===== src/hdl/scpc_pkg.sv =====
`timescale 1ns / 1ps
`default_nettype none

package scpc_pkg;

    localparam int UADDR_W = 5;

    // Entry points of the reply program
    localparam logic [UADDR_W-1:0] UA_PROMPT = 5'd0;
    localparam logic [UADDR_W-1:0] UA_ERR    = 5'd3;
    localparam logic [UADDR_W-1:0] UA_GET    = 5'd8;
    localparam logic [UADDR_W-1:0] UA_HEX    = 5'd17;
    localparam logic [UADDR_W-1:0] UA_TAIL   = 5'd18;
    localparam logic [UADDR_W-1:0] UA_OK     = 5'd21;
    localparam logic [UADDR_W-1:0] UA_EMPTY  = 5'd26;

    localparam logic [7:0] CH_0  = 8'h30;
    localparam logic [7:0] CH_1  = 8'h31;
    localparam logic [7:0] CH_3  = 8'h33;
    localparam logic [7:0] CH_9  = 8'h39;
    localparam logic [7:0] CH_EQ = 8'h3D;
    localparam logic [7:0] CH_G  = 8'h67;
    localparam logic [7:0] CH_P  = 8'h70;
    localparam logic [7:0] CH_S  = 8'h73;
    localparam logic [7:0] CH_CR = 8'h0D;
    localparam logic [7:0] CH_LF = 8'h0A;

    localparam logic [11:0] DUTY_MAX = 12'hFFF;
    localparam logic [7:0]  SEC_MAX  = 8'hFF;

    localparam logic [11:0] RST_OFF_DUTY     = 12'd90;
    localparam logic [11:0] RST_BASE_DUTY    = 12'd110;
    localparam logic [7:0]  RST_DUTY_STEP    = 8'd10;
    localparam logic [7:0]  RST_KILL_SECONDS = 8'd5;

    typedef enum logic [1:0] {
        CFG_OFF_DUTY     = 2'd0,
        CFG_BASE_DUTY    = 2'd1,
        CFG_DUTY_STEP    = 2'd2,
        CFG_KILL_SECONDS = 2'd3
    } t_cfg_addr;

    typedef enum logic [2:0] {
        RP_NONE,
        RP_ERR,
        RP_GET,
        RP_PWM,
        RP_PIN
    } t_reply;

    typedef enum logic [1:0] {
        SRC_NONE,
        SRC_CONST,
        SRC_HEX
    } t_src;

    typedef enum logic [2:0] {
        NX_SEQ,
        NX_JUMP,
        NX_DISPATCH,
        NX_LOOP,
        NX_END
    } t_nxt;

    typedef struct packed {
        logic [7:0]         ch;
        t_src               src;
        t_nxt               nxt;
        logic [UADDR_W-1:0] target;
        logic               info;   // carries the pwm/pin update
    } t_ucode;

    typedef struct packed {
        logic [7:0]  tx_char;
        logic        char_valid;
        logic        last;
        logic        pwm_write;
        logic [1:0]  pwm_channel;
        logic [11:0] pwm_duty;
        logic        pin_write;
        logic [5:0]  pin_index;
        logic        pin_level;
        logic        kill_active;
    } t_result;

    function automatic t_ucode uc(input logic [7:0] ch, input t_src src, input t_nxt nxt,
                                  input logic [UADDR_W-1:0] target, input logic info);
        t_ucode w;
        w.ch     = ch;
        w.src    = src;
        w.nxt    = nxt;
        w.target = target;
        w.info   = info;
        return w;
    endfunction

    function automatic t_ucode ucode_rom(input logic [UADDR_W-1:0] a);
        t_ucode w;
        case (a)
            5'd0:    w = uc(CH_CR, SRC_CONST, NX_SEQ,      UA_PROMPT, 1'b0);
            5'd1:    w = uc(CH_LF, SRC_CONST, NX_SEQ,      UA_PROMPT, 1'b0);
            5'd2:    w = uc(">",   SRC_CONST, NX_DISPATCH, UA_PROMPT, 1'b0);
            5'd3:    w = uc(CH_CR, SRC_CONST, NX_SEQ,      UA_PROMPT, 1'b0);
            5'd4:    w = uc(CH_LF, SRC_CONST, NX_SEQ,      UA_PROMPT, 1'b0);
            5'd5:    w = uc("E",   SRC_CONST, NX_SEQ,      UA_PROMPT, 1'b0);
            5'd6:    w = uc("R",   SRC_CONST, NX_SEQ,      UA_PROMPT, 1'b0);
            5'd7:    w = uc("R",   SRC_CONST, NX_JUMP,     UA_TAIL,   1'b0);
            5'd8:    w = uc(CH_CR, SRC_CONST, NX_SEQ,      UA_PROMPT, 1'b0);
            5'd9:    w = uc(CH_LF, SRC_CONST, NX_SEQ,      UA_PROMPT, 1'b0);
            5'd10:   w = uc("P",   SRC_CONST, NX_SEQ,      UA_PROMPT, 1'b0);
            5'd11:   w = uc("D",   SRC_CONST, NX_SEQ,      UA_PROMPT, 1'b0);
            5'd12:   w = uc("S",   SRC_CONST, NX_SEQ,      UA_PROMPT, 1'b0);
            5'd13:   w = uc("R",   SRC_CONST, NX_SEQ,      UA_PROMPT, 1'b0);
            5'd14:   w = uc("=",   SRC_CONST, NX_SEQ,      UA_PROMPT, 1'b0);
            5'd15:   w = uc("0",   SRC_CONST, NX_SEQ,      UA_PROMPT, 1'b0);
            5'd16:   w = uc("x",   SRC_CONST, NX_SEQ,      UA_PROMPT, 1'b0);
            5'd17:   w = uc(8'h00, SRC_HEX,   NX_LOOP,     UA_PROMPT, 1'b0);
            5'd18:   w = uc(CH_CR, SRC_CONST, NX_SEQ,      UA_PROMPT, 1'b0);
            5'd19:   w = uc(CH_LF, SRC_CONST, NX_SEQ,      UA_PROMPT, 1'b0);
            5'd20:   w = uc(">",   SRC_CONST, NX_END,      UA_PROMPT, 1'b0);
            5'd21:   w = uc(CH_CR, SRC_CONST, NX_SEQ,      UA_PROMPT, 1'b1);
            5'd22:   w = uc(CH_LF, SRC_CONST, NX_SEQ,      UA_PROMPT, 1'b0);
            5'd23:   w = uc("O",   SRC_CONST, NX_SEQ,      UA_PROMPT, 1'b0);
            5'd24:   w = uc("K",   SRC_CONST, NX_SEQ,      UA_PROMPT, 1'b0);
            5'd25:   w = uc("!",   SRC_CONST, NX_JUMP,     UA_TAIL,   1'b0);
            default: w = uc(8'h00, SRC_NONE,  NX_END,      UA_PROMPT, 1'b0);
        endcase
        return w;
    endfunction

    function automatic logic [UADDR_W-1:0] reply_entry(input t_reply rp);
        logic [UADDR_W-1:0] a;
        case (rp)
            RP_ERR:  a = UA_ERR;
            RP_GET:  a = UA_GET;
            RP_PWM:  a = UA_OK;
            RP_PIN:  a = UA_OK;
            default: a = UA_EMPTY;
        endcase
        return a;
    endfunction

endpackage

`default_nettype wire


===== src/hdl/scpc_ifs.sv =====
`timescale 1ns / 1ps
`default_nettype none

interface scpc_cmd_if;
    logic        valid;
    logic        ready;
    logic        op;
    logic [7:0]  rx_byte;
    logic [31:0] pin_levels;
    modport source (output valid, op, rx_byte, pin_levels, input ready);
    modport sink   (input valid, op, rx_byte, pin_levels, output ready);
endinterface

interface scpc_res_if;
    logic        valid;
    logic        ready;
    logic [7:0]  tx_char;
    logic        char_valid;
    logic        last;
    logic        pwm_write;
    logic [1:0]  pwm_channel;
    logic [11:0] pwm_duty;
    logic        pin_write;
    logic [5:0]  pin_index;
    logic        pin_level;
    logic        kill_active;
    modport source (output valid, tx_char, char_valid, last, pwm_write, pwm_channel,
                    pwm_duty, pin_write, pin_index, pin_level, kill_active, input ready);
    modport sink   (input valid, tx_char, char_valid, last, pwm_write, pwm_channel,
                    pwm_duty, pin_write, pin_index, pin_level, kill_active, output ready);
endinterface

interface scpc_cfg_if;
    logic        valid;
    logic        ready;
    logic [1:0]  addr;
    logic [11:0] data;
    modport source (output valid, addr, data, input ready);
    modport sink   (input valid, addr, data, output ready);
endinterface

`default_nettype wire


===== src/hdl/serial_command_pwm_pin_console.sv =====
// Serial command console with PWM and pin control.
// i_cmd takes one item per received byte (op 0) or one-second tick (op 1).
// Each item produces a run of result items on o_res, one character per
// item; the final one has last set. An item that sends nothing produces a
// single item with char_valid 0. The first item of an OK reply carries the
// PWM or pin update; kill_active is the same on every item of a run.
// i_cfg writes off_duty, base_duty, duty_step, kill_seconds (addr 0..3);
// it is always ready and is meant to be used while the console is idle.
// The command byte is parsed in the accept cycle, then a microcode
// sequencer emits one character per cycle into the output register while
// o_res is not stalled; a run holds 1 to 23 items. The console is ready
// for the next item in the cycle after the last character is loaded, so it
// takes no new item before the current run is through.
// A stall on o_res holds the output register and freezes the sequencer.
// Reset (synchronous, active low) empties the output register, restores the
// register defaults and arms the prompt sent at the start of the next run.
`timescale 1ns / 1ps
`default_nettype none

module serial_command_pwm_pin_console
    import scpc_pkg::*;
(
    input  logic       i_clk,
    input  logic       i_rst_n,
    scpc_cfg_if.sink   i_cfg,
    scpc_cmd_if.sink   i_cmd,
    scpc_res_if.source o_res
);

    // configuration
    logic [11:0] r_off_duty;
    logic [11:0] r_base_duty;
    logic [7:0]  r_duty_step;
    logic [7:0]  r_kill_seconds;

    // parser state
    logic        r_prompt;
    logic [2:0]  r_byte_pos;
    logic        r_kind;
    logic [5:0]  r_target;
    logic [7:0]  r_seconds;

    // sequencer
    logic               r_busy;
    logic [UADDR_W-1:0] r_pc;
    logic [2:0]         r_hex_cnt;
    t_reply             r_reply;
    logic [31:0]        r_pins;
    logic               r_kill;
    logic [11:0]        r_duty;
    logic               r_pin_level;

    logic    r_out_valid;
    t_result r_out;

    logic cmd_acc;
    logic step_go;

    // parse signals
    logic [2:0]  w_pos;
    logic [7:0]  w_c;
    logic [3:0]  w_dig;
    logic [3:0]  w_val;
    logic [11:0] w_prod;
    logic [12:0] w_sum;
    logic [11:0] w_duty;
    t_reply      n_reply;
    logic [2:0]  n_byte_pos;
    logic        n_kind;
    logic [5:0]  n_target;
    logic [7:0]  n_seconds;

    // sequencer signals
    t_ucode             w_uc;
    logic [3:0]         w_nib;
    logic [7:0]         w_hex;
    logic               w_last;
    logic [UADDR_W-1:0] n_pc;
    logic [2:0]         n_hex_cnt;
    t_result            n_out;

    assign cmd_acc     = i_cmd.valid && i_cmd.ready;
    assign i_cmd.ready = !r_busy;
    assign i_cfg.ready = 1'b1;
    assign step_go     = r_busy && (!r_out_valid || o_res.ready);

    // ---------------- configuration ----------------
    always_ff @(posedge i_clk) begin
        if (!i_rst_n) begin
            r_off_duty     <= RST_OFF_DUTY;
            r_base_duty    <= RST_BASE_DUTY;
            r_duty_step    <= RST_DUTY_STEP;
            r_kill_seconds <= RST_KILL_SECONDS;
        end else if (i_cfg.valid && i_cfg.ready) begin
            case (t_cfg_addr'(i_cfg.addr))
                CFG_OFF_DUTY:     r_off_duty     <= i_cfg.data;
                CFG_BASE_DUTY:    r_base_duty    <= i_cfg.data;
                CFG_DUTY_STEP:    r_duty_step    <= i_cfg.data[7:0];
                CFG_KILL_SECONDS: r_kill_seconds <= i_cfg.data[7:0];
                default: ;
            endcase
        end
    end

    // ---------------- command parser ----------------
    assign w_c   = i_cmd.rx_byte;
    assign w_pos = r_byte_pos + 3'd1;
    assign w_dig = w_c[3:0];

    always_comb begin
        n_reply    = RP_NONE;
        n_byte_pos = r_byte_pos;
        n_kind     = r_kind;
        n_target   = r_target;
        n_seconds  = r_seconds;
        w_val      = 4'd0;
        if (i_cmd.op) begin
            if (r_seconds != SEC_MAX) begin
                n_seconds = r_seconds + 8'd1;
            end
        end else begin
            n_reply = RP_ERR;
            case (w_pos)
                3'd1: begin
                    if (w_c == CH_G) begin
                        n_reply = RP_GET;
                    end else if (w_c == CH_P) begin
                        n_kind  = 1'b0;
                        n_reply = RP_NONE;
                    end else if (w_c == CH_S) begin
                        n_kind  = 1'b1;
                        n_reply = RP_NONE;
                    end
                end
                3'd2: begin
                    if (w_c inside {[CH_0:CH_3]}) begin
                        // tens digit of a pin number: d*10 = d*8 + d*2
                        n_target = r_kind ? ((6'(w_dig) << 3) + (6'(w_dig) << 1)) : 6'(w_dig);
                        n_reply  = RP_NONE;
                    end
                end
                3'd3: begin
                    if (r_kind && (w_c inside {[CH_0:CH_9]})) begin
                        n_target = r_target + 6'(w_dig);
                        n_reply  = RP_NONE;
                    end else if (!r_kind && w_c == CH_EQ) begin
                        n_reply = RP_NONE;
                    end
                end
                3'd4: begin
                    if (r_kind && w_c == CH_EQ) begin
                        n_reply = RP_NONE;
                    end else if (!r_kind && (w_c inside {[CH_0:CH_9]})) begin
                        w_val   = w_dig;
                        n_reply = RP_PWM;
                    end
                end
                default: begin
                    if (r_kind && (w_c == CH_0 || w_c == CH_1)) begin
                        w_val   = w_dig;
                        n_reply = RP_PIN;
                    end
                end
            endcase
            n_byte_pos = (n_reply == RP_NONE) ? w_pos : 3'd0;
            if (n_reply == RP_PWM) begin
                n_seconds = 8'd0;
            end
        end
    end

    assign w_prod = 12'(w_val) * 12'(r_duty_step);
    assign w_sum  = {1'b0, r_base_duty} + {1'b0, w_prod};
    assign w_duty = (w_val == 4'd0) ? r_off_duty : (w_sum[12] ? DUTY_MAX : w_sum[11:0]);

    always_ff @(posedge i_clk) begin
        if (!i_rst_n) begin
            r_prompt   <= 1'b1;
            r_byte_pos <= 3'd0;
            r_kind     <= 1'b0;
            r_target   <= 6'd0;
            r_seconds  <= 8'd0;
        end else if (cmd_acc) begin
            r_prompt   <= 1'b0;
            r_byte_pos <= n_byte_pos;
            r_kind     <= n_kind;
            r_target   <= n_target;
            r_seconds  <= n_seconds;
        end
    end

    // run snapshot, taken at accept
    always_ff @(posedge i_clk) begin
        if (cmd_acc) begin
            r_reply     <= n_reply;
            r_kill      <= (n_seconds >= r_kill_seconds);
            r_duty      <= w_duty;
            r_pin_level <= w_val[0];
        end
    end

    // ---------------- microcode sequencer ----------------
    assign w_uc  = ucode_rom(r_pc);
    assign w_nib = r_pins[31:28];
    assign w_hex = (w_nib > 4'd9) ? (8'h37 + {4'd0, w_nib}) : (CH_0 + {4'd0, w_nib});

    always_comb begin
        n_pc      = r_pc + 5'd1;
        n_hex_cnt = r_hex_cnt;
        w_last    = 1'b0;
        case (w_uc.nxt)
            NX_SEQ:  n_pc = r_pc + 5'd1;
            NX_JUMP: n_pc = w_uc.target;
            NX_DISPATCH: begin
                n_pc   = reply_entry(r_reply);
                w_last = (r_reply == RP_NONE);
            end
            NX_LOOP: begin
                n_hex_cnt = r_hex_cnt + 3'd1;
                n_pc      = (r_hex_cnt == 3'd7) ? (r_pc + 5'd1) : r_pc;
            end
            NX_END:  w_last = 1'b1;
            default: w_last = 1'b1;
        endcase
    end

    always_comb begin
        n_out.char_valid  = (w_uc.src != SRC_NONE);
        n_out.tx_char     = (w_uc.src == SRC_CONST) ? w_uc.ch :
                            (w_uc.src == SRC_HEX)   ? w_hex   : 8'h00;
        n_out.last        = w_last;
        n_out.pwm_write   = w_uc.info && (r_reply == RP_PWM);
        n_out.pwm_channel = n_out.pwm_write ? r_target[1:0] : 2'd0;
        n_out.pwm_duty    = n_out.pwm_write ? r_duty : 12'd0;
        n_out.pin_write   = w_uc.info && (r_reply == RP_PIN);
        n_out.pin_index   = n_out.pin_write ? r_target : 6'd0;
        n_out.pin_level   = n_out.pin_write && r_pin_level;
        n_out.kill_active = r_kill;
    end

    always_ff @(posedge i_clk) begin
        if (!i_rst_n) begin
            r_busy    <= 1'b0;
            r_pc      <= UA_PROMPT;
            r_hex_cnt <= 3'd0;
        end else if (cmd_acc) begin
            r_busy    <= 1'b1;
            r_hex_cnt <= 3'd0;
            r_pc      <= r_prompt ? UA_PROMPT : reply_entry(n_reply);
        end else if (step_go) begin
            r_busy    <= !w_last;
            r_pc      <= n_pc;
            r_hex_cnt <= n_hex_cnt;
        end
    end

    always_ff @(posedge i_clk) begin
        if (cmd_acc) begin
            r_pins <= i_cmd.pin_levels;
        end else if (step_go && w_uc.src == SRC_HEX) begin
            r_pins <= {r_pins[27:0], 4'd0};
        end
    end

    // ---------------- output register ----------------
    always_ff @(posedge i_clk) begin
        if (!i_rst_n) begin
            r_out_valid <= 1'b0;
        end else if (step_go) begin
            r_out_valid <= 1'b1;
        end else if (o_res.ready) begin
            r_out_valid <= 1'b0;
        end
    end

    always_ff @(posedge i_clk) begin
        if (step_go) begin
            r_out <= n_out;
        end
    end

    assign o_res.valid       = r_out_valid;
    assign o_res.tx_char     = r_out.tx_char;
    assign o_res.char_valid  = r_out.char_valid;
    assign o_res.last        = r_out.last;
    assign o_res.pwm_write   = r_out.pwm_write;
    assign o_res.pwm_channel = r_out.pwm_channel;
    assign o_res.pwm_duty    = r_out.pwm_duty;
    assign o_res.pin_write   = r_out.pin_write;
    assign o_res.pin_index   = r_out.pin_index;
    assign o_res.pin_level   = r_out.pin_level;
    assign o_res.kill_active = r_out.kill_active;

    // ---------------- assertions ----------------
    a_last_ends_run: assert property (@(posedge i_clk) disable iff (!i_rst_n)
        step_go && w_last |=> !r_busy)
        else $error("sequencer still busy after last item");

    a_accept_starts_run: assert property (@(posedge i_clk) disable iff (!i_rst_n)
        cmd_acc |=> r_busy && !i_cmd.ready)
        else $error("accepted item did not start a run");

    a_empty_is_last: assert property (@(posedge i_clk) disable iff (!i_rst_n)
        r_out_valid && !r_out.char_valid |-> r_out.last)
        else $error("item without character is not last");

    a_one_update: assert property (@(posedge i_clk) disable iff (!i_rst_n)
        r_out_valid |-> !(r_out.pwm_write && r_out.pin_write))
        else $error("pwm and pin update on one item");

    a_hex_loop: assert property (@(posedge i_clk) disable iff (!i_rst_n)
        r_hex_cnt != 3'd0 |-> r_pc == UA_HEX && r_reply == RP_GET)
        else $error("hex digit count outside get reply");

endmodule

`default_nettype wire


===== src/flat_wrapper.sv =====
// flat-port wrapper written by rule: the top's interface ports become plain ports
module serial_command_pwm_pin_console_flat import scpc_pkg::*;
  (i_clk, i_rst_n, i_cfg_valid, i_cfg_addr, i_cfg_data, i_cfg_ready, i_cmd_valid, i_cmd_op, i_cmd_rx_byte, i_cmd_pin_levels, i_cmd_ready, o_res_valid, o_res_tx_char, o_res_char_valid, o_res_last, o_res_pwm_write, o_res_pwm_channel, o_res_pwm_duty, o_res_pin_write, o_res_pin_index, o_res_pin_level, o_res_kill_active, o_res_ready);
  scpc_cfg_if i_cfg_i ();
  scpc_cmd_if i_cmd_i ();
  scpc_res_if o_res_i ();
  input  logic i_clk;
  input  logic i_rst_n;
  input wire logic [$bits(i_cfg_i.valid)-1:0] i_cfg_valid;
  input wire logic [$bits(i_cfg_i.addr)-1:0] i_cfg_addr;
  input wire logic [$bits(i_cfg_i.data)-1:0] i_cfg_data;
  output wire logic [$bits(i_cfg_i.ready)-1:0] i_cfg_ready;
  input wire logic [$bits(i_cmd_i.valid)-1:0] i_cmd_valid;
  input wire logic [$bits(i_cmd_i.op)-1:0] i_cmd_op;
  input wire logic [$bits(i_cmd_i.rx_byte)-1:0] i_cmd_rx_byte;
  input wire logic [$bits(i_cmd_i.pin_levels)-1:0] i_cmd_pin_levels;
  output wire logic [$bits(i_cmd_i.ready)-1:0] i_cmd_ready;
  output wire logic [$bits(o_res_i.valid)-1:0] o_res_valid;
  output wire logic [$bits(o_res_i.tx_char)-1:0] o_res_tx_char;
  output wire logic [$bits(o_res_i.char_valid)-1:0] o_res_char_valid;
  output wire logic [$bits(o_res_i.last)-1:0] o_res_last;
  output wire logic [$bits(o_res_i.pwm_write)-1:0] o_res_pwm_write;
  output wire logic [$bits(o_res_i.pwm_channel)-1:0] o_res_pwm_channel;
  output wire logic [$bits(o_res_i.pwm_duty)-1:0] o_res_pwm_duty;
  output wire logic [$bits(o_res_i.pin_write)-1:0] o_res_pin_write;
  output wire logic [$bits(o_res_i.pin_index)-1:0] o_res_pin_index;
  output wire logic [$bits(o_res_i.pin_level)-1:0] o_res_pin_level;
  output wire logic [$bits(o_res_i.kill_active)-1:0] o_res_kill_active;
  input wire logic [$bits(o_res_i.ready)-1:0] o_res_ready;
  assign i_cfg_i.valid = i_cfg_valid;
  assign i_cfg_i.addr = i_cfg_addr;
  assign i_cfg_i.data = i_cfg_data;
  assign i_cfg_ready = i_cfg_i.ready;
  assign i_cmd_i.valid = i_cmd_valid;
  assign i_cmd_i.op = i_cmd_op;
  assign i_cmd_i.rx_byte = i_cmd_rx_byte;
  assign i_cmd_i.pin_levels = i_cmd_pin_levels;
  assign i_cmd_ready = i_cmd_i.ready;
  assign o_res_valid = o_res_i.valid;
  assign o_res_tx_char = o_res_i.tx_char;
  assign o_res_char_valid = o_res_i.char_valid;
  assign o_res_last = o_res_i.last;
  assign o_res_pwm_write = o_res_i.pwm_write;
  assign o_res_pwm_channel = o_res_i.pwm_channel;
  assign o_res_pwm_duty = o_res_i.pwm_duty;
  assign o_res_pin_write = o_res_i.pin_write;
  assign o_res_pin_index = o_res_i.pin_index;
  assign o_res_pin_level = o_res_i.pin_level;
  assign o_res_kill_active = o_res_i.kill_active;
  assign o_res_i.ready = o_res_ready;
  serial_command_pwm_pin_console u_core (.i_clk(i_clk), .i_rst_n(i_rst_n), .i_cfg(i_cfg_i), .i_cmd(i_cmd_i), .o_res(o_res_i));
endmodule

===== config.mk =====
export PLATFORM = sky130hd
export DESIGN_NAME = serial_command_pwm_pin_console_flat
export DESIGN_NICKNAME = d
export VERILOG_FILES = /design/src/hdl/scpc_pkg.sv /design/src/hdl/scpc_ifs.sv /design/src/hdl/serial_command_pwm_pin_console.sv /design/src/flat_wrapper.sv
export SDC_FILE = /design/constraint.sdc
export NUM_CORES = 1
export LEC_CHECK = 0
export ABC_AREA = 1
export BUFFER_PORTS_ARGS = -buffer_cell sky130_fd_sc_hd__buf_2
export CAP_MARGIN = 20
export CORE_UTILIZATION = 60
export CTS_CLUSTER_DIAMETER = 200
export DETAILED_ROUTE_END_ITERATION = 7
export PLACE_DENSITY = 0.93
export RECOVER_POWER = 50
export SLEW_MARGIN = 5
export SYNTH_ARGS = -nofsm -noshare
export SYNTH_HDL_FRONTEND = slang
export SYNTH_SLANG_ARGS = --single-unit
export TNS_END_PERCENT = 5

===== constraint.sdc =====
create_clock -name i_clk -period 7.6 [get_ports i_clk]
set_input_delay 1.14 -clock i_clk [delete_from_list [all_inputs] [get_ports i_clk]]
set_output_delay 1.14 -clock i_clk [all_outputs]
set_load 0.03 [all_outputs]

==> run summary <==
status -> finished with violations
failing checks -> max-capacitance violations, max-slew violations
fin crit share -> 82.8%
First DRT Iteration DRCs -> 672
PwrDens -> 213 nW/µm²
post-DP HPWL -> 14,800 µm
hold_buf cts -> 0
fin. max-slew vios -> 149
I/O Buffers -> 94
GR Overflow Total -> 0
post-synthesis sequential area ratio -> 44.4%
min-delay src -> u_core.r_kill_seconds[4]
maximum achievable frequency -> 159 MHz
layout cell share with drive strength beyond 1 -> 12.0%
antenna violations before repair -> 0
H-tree levels -> 4
Mean Syn Cell Area -> 8.20 µm²
worst hold path depth -> 2
first-pass GRT wire length -> 34,100 µm
n_diodes -> 0
most frequent CP cell -> inv_1
FF-to-FF setup slack -> 1300 ps
most used flip-flop cell after synthesis -> dfxtp_1
Critical Path Start Type -> flop
fin util -> 69.4%
clock root buffer -> clkbuf_16
area delta synth->final -> 13.0%
maximum VDD drop -> 0.000161 V
Post-synth EDFFs -> 82
worst-case reg-to-reg path depth -> 26
Worst-Margin Slew -> 2550 ps
Setup CP Type -> reg2reg
CTS Sinks -> 165
share of the synthesized area in the top cell type -> 26.5%
post-synth design cell area -> 9300 µm²
Slew Limit Headroom -> -69.9%
Syn Inst Count -> 1,134
CP Buf/Inv Count -> 5
Post-Synth Simple-Gate Area -> 22.3%
Vias -> 7,869
Skew-Pair Late Insertion Delay -> 430 ps
RSZ-0062 raised after global routing -> no
Routed Antenna Nets -> 0
Worst-path clk slew -> 70 ps
Wirelength per Cell -> 14.7 µm
syn nets -> 1,272
final routed DRC violation total -> 0
largest cells by area after synthesis -> edfxtp_1, dfxtp_1, nand2_1
Max clock buf depth -> 2
Detailed Routing Iterations Pass 1 -> 5
vias in the first global route -> 7,333
share of synthesized registers carrying an async set or reset -> 0%
FF-to-FF Start -> u_core.r_byte_pos[1]
cell with the most instances after synthesis -> nand2_1
reg2reg end -> u_core.r_duty[1]
clk_skew -> 7.51 ps
Worst Path Arrival -> 6420 ps
CP top delay family -> adder cells
Die Height -> 126 µm
post-synth top area cell -> edfxtp_1
adder-cell area share of the yosys netlist -> 12.4%
HP Class -> reg2reg
final hold violation count -> 0
critical path endpoint category -> flop
synth warn -> 0
worst path required time -> 7730 ps
MaxCap Viol Count -> 3
IO Pins -> 97
Nets -> 1,358
Post-synth top cells -> nand2_1, inv_1, nor2_1
library cells used by synthesis -> 49
Die X-Extent -> 126 µm
Crit path largest cell delay -> 630 ps
setup bufs post-CTS -> 0
largest net degree at the start of global routing -> 62
final setup violation count -> 0
cts bufs inserted -> 17
Core Area -> 15,100 µm²
GPL Wtd Cong -> 0.899
Die Area -> 16,000 µm²
FP Rows -> 45
post-synthesis compound-gate area fraction -> 10.5%
drt total wl -> 20,900 µm
CTS tree -> done
Hold Crit Endpoint -> u_core.r_kill_seconds[4]
setup TNS -> 0 ps
Initial Util -> 61.4%
mux share of post-synthesis cell area -> 0%
Vias/cell -> 5.54
CP Max Fanout -> 12
CP max-delay cell -> xor2_1
Tot GR Track Use -> 27.1%
Leak -> 5.04 nW
largest family of logic cells by synthesized area -> simple AND/OR/NAND/NOR gates
clock period minus final worst setup slack -> 6300 ps
Yosys reg bits -> 165
Post-CTS Resized -> 0
Post-Synth XOR/XNOR Area -> 1.41%
-- worst register-to-register path, cell delays in order (launching register included) --
cell	delay (ps)
dfxtp_1	360
ha_1	200
ha_1	340
nand2_1	310
nand2_2	110
nor2_1	180
nand4_1	130
inv_1	110
a21oi_1	80
nor3_1	260
inv_1	210
nor2_1	200
fa_1	450
fa_1	540
inv_1	50
fa_1	510
inv_1	40
ha_1	340
inv_1	70
nor3_1	230
nand3_1	110
nand3_1	130
a21oi_1	80
nor2_1	90
nor2_1	60
xor2_1	630
a31oi_1	190
-- layout by cell type, fill, tap and decap left out, types with 6 or more instances in the layout --
master and instances:
nand3_1 51, nand4_1 7, a21oi_1 45, fa_1 23, clkbuf_1 6, xor2_1 10
a31oi_1 19, o21a_1 7, nand2_2 6, nand2_1 252, clkbuf_16 17, nor2_1 151
o211ai_1 9, buf_2 92, inv_1 176, edfxtp_1 82, nor3_1 12, dfxtp_1 83
ha_1 55, o21ai_0 62
-- flip-flops by register name, indices dropped and copies added, names as in the netlist, 5 cells and up --
| signal | cells |
|---|---|
| u_core.r_kill_seconds | 8 |
| u_core.r_base_duty | 12 |
| u_core.o_res.pin_index | 6 |
| u_core.r_target | 6 |
| u_core.w_uc | 14 |
| u_core.r_pc | 5 |
| u_core.o_res.pwm_duty | 12 |
| u_core.r_duty | 12 |
| u_core.r_pins | 32 |
| u_core.r_duty_step | 8 |
| u_core.r_off_duty | 12 |
| u_core.o_res.tx_char | 7 |
| u_core.r_seconds | 8 |
-- where the power goes --
part | internal [mW] | leakage, nW | switching [mW]
clock network | 0.588 | 0.316 | 0.366
logic | 0.0840 | 3.27 | 0.184
registers | 0.996 | 1.46 | 0.0215
-- logic make-up (layout without fill, tap and decap cells) --
family	after synthesis	after routing
adder cells (fa/ha/maj)	78	78
buffers and inverters	212	311
AND/OR/NAND/NOR	495	495
XOR/XNOR	15	15
other	2	2
flip-flops	165	165
AO/OA/AOI/OAI	167	167
-- through the flow --
stage / std cells / total power, mW / setup WS [ps] / instance area [µm²] / hold slack (ps)
floorplan: 1134 / 1.22 / 2080 / 9300 / 400
global placement: 1388 / 1.28 / 1540 / 9880 / 436
detailed placement: 1388 / 1.29 / 1350 / 9880 / 446
CTS: 1420 / 2.24 / 1520 / 10500 / 468
global route: 1421 / 2.31 / 749 / 10500 / 489
finish: 1421 / 2.24 / 1300 / 10500 / 467
-- layer usage --
layer / up-vias / track usage (%) / part of all wire, %
met3: 72 / 4.39 / 6.3
met1: 3623 / 34.0 / 41
met4: 0 / 14.8 / 3.9
li1: 3836 / - / -
met2: 338 / 45.1 / 49
met5: - / 0 / 0
-- cell type report --
| class | count | area (µm²) |
|---|---|---|
| Clock inverter | 14 | 224 |
| Tap cell | 188 | 235 |
| Timing Repair Buffer | 99 | 494 |
| Sequential cell | 165 | 4120 |
| Multi-Input combinational cell | 757 | 4320 |
| Fill cell | 1101 | 4640 |
| Clock buffer | 18 | 429 |
| Inverter | 180 | 676 |
-- worst max-delay path by stage --
stage	depth (start not counted)	slack, ps	from	end
final	26	1300	u_core.r_byte_pos[1]	u_core.r_duty[1]
after global routing	26	750	u_core.r_byte_pos[1]	u_core.r_duty[5]
after CTS	26	1520	u_core.r_byte_pos[1]	u_core.r_duty[3]
after detailed placement	23	1350	i_cmd_rx_byte[1]	u_core.r_duty[3]
after global placement	25	1540	i_cmd_rx_byte[7]	u_core.r_duty[8]
after floorplan	24	2080	i_cmd_rx_byte[2]	u_core.r_duty[0]
No activity file was read; power rests on OpenSTA's default activity.
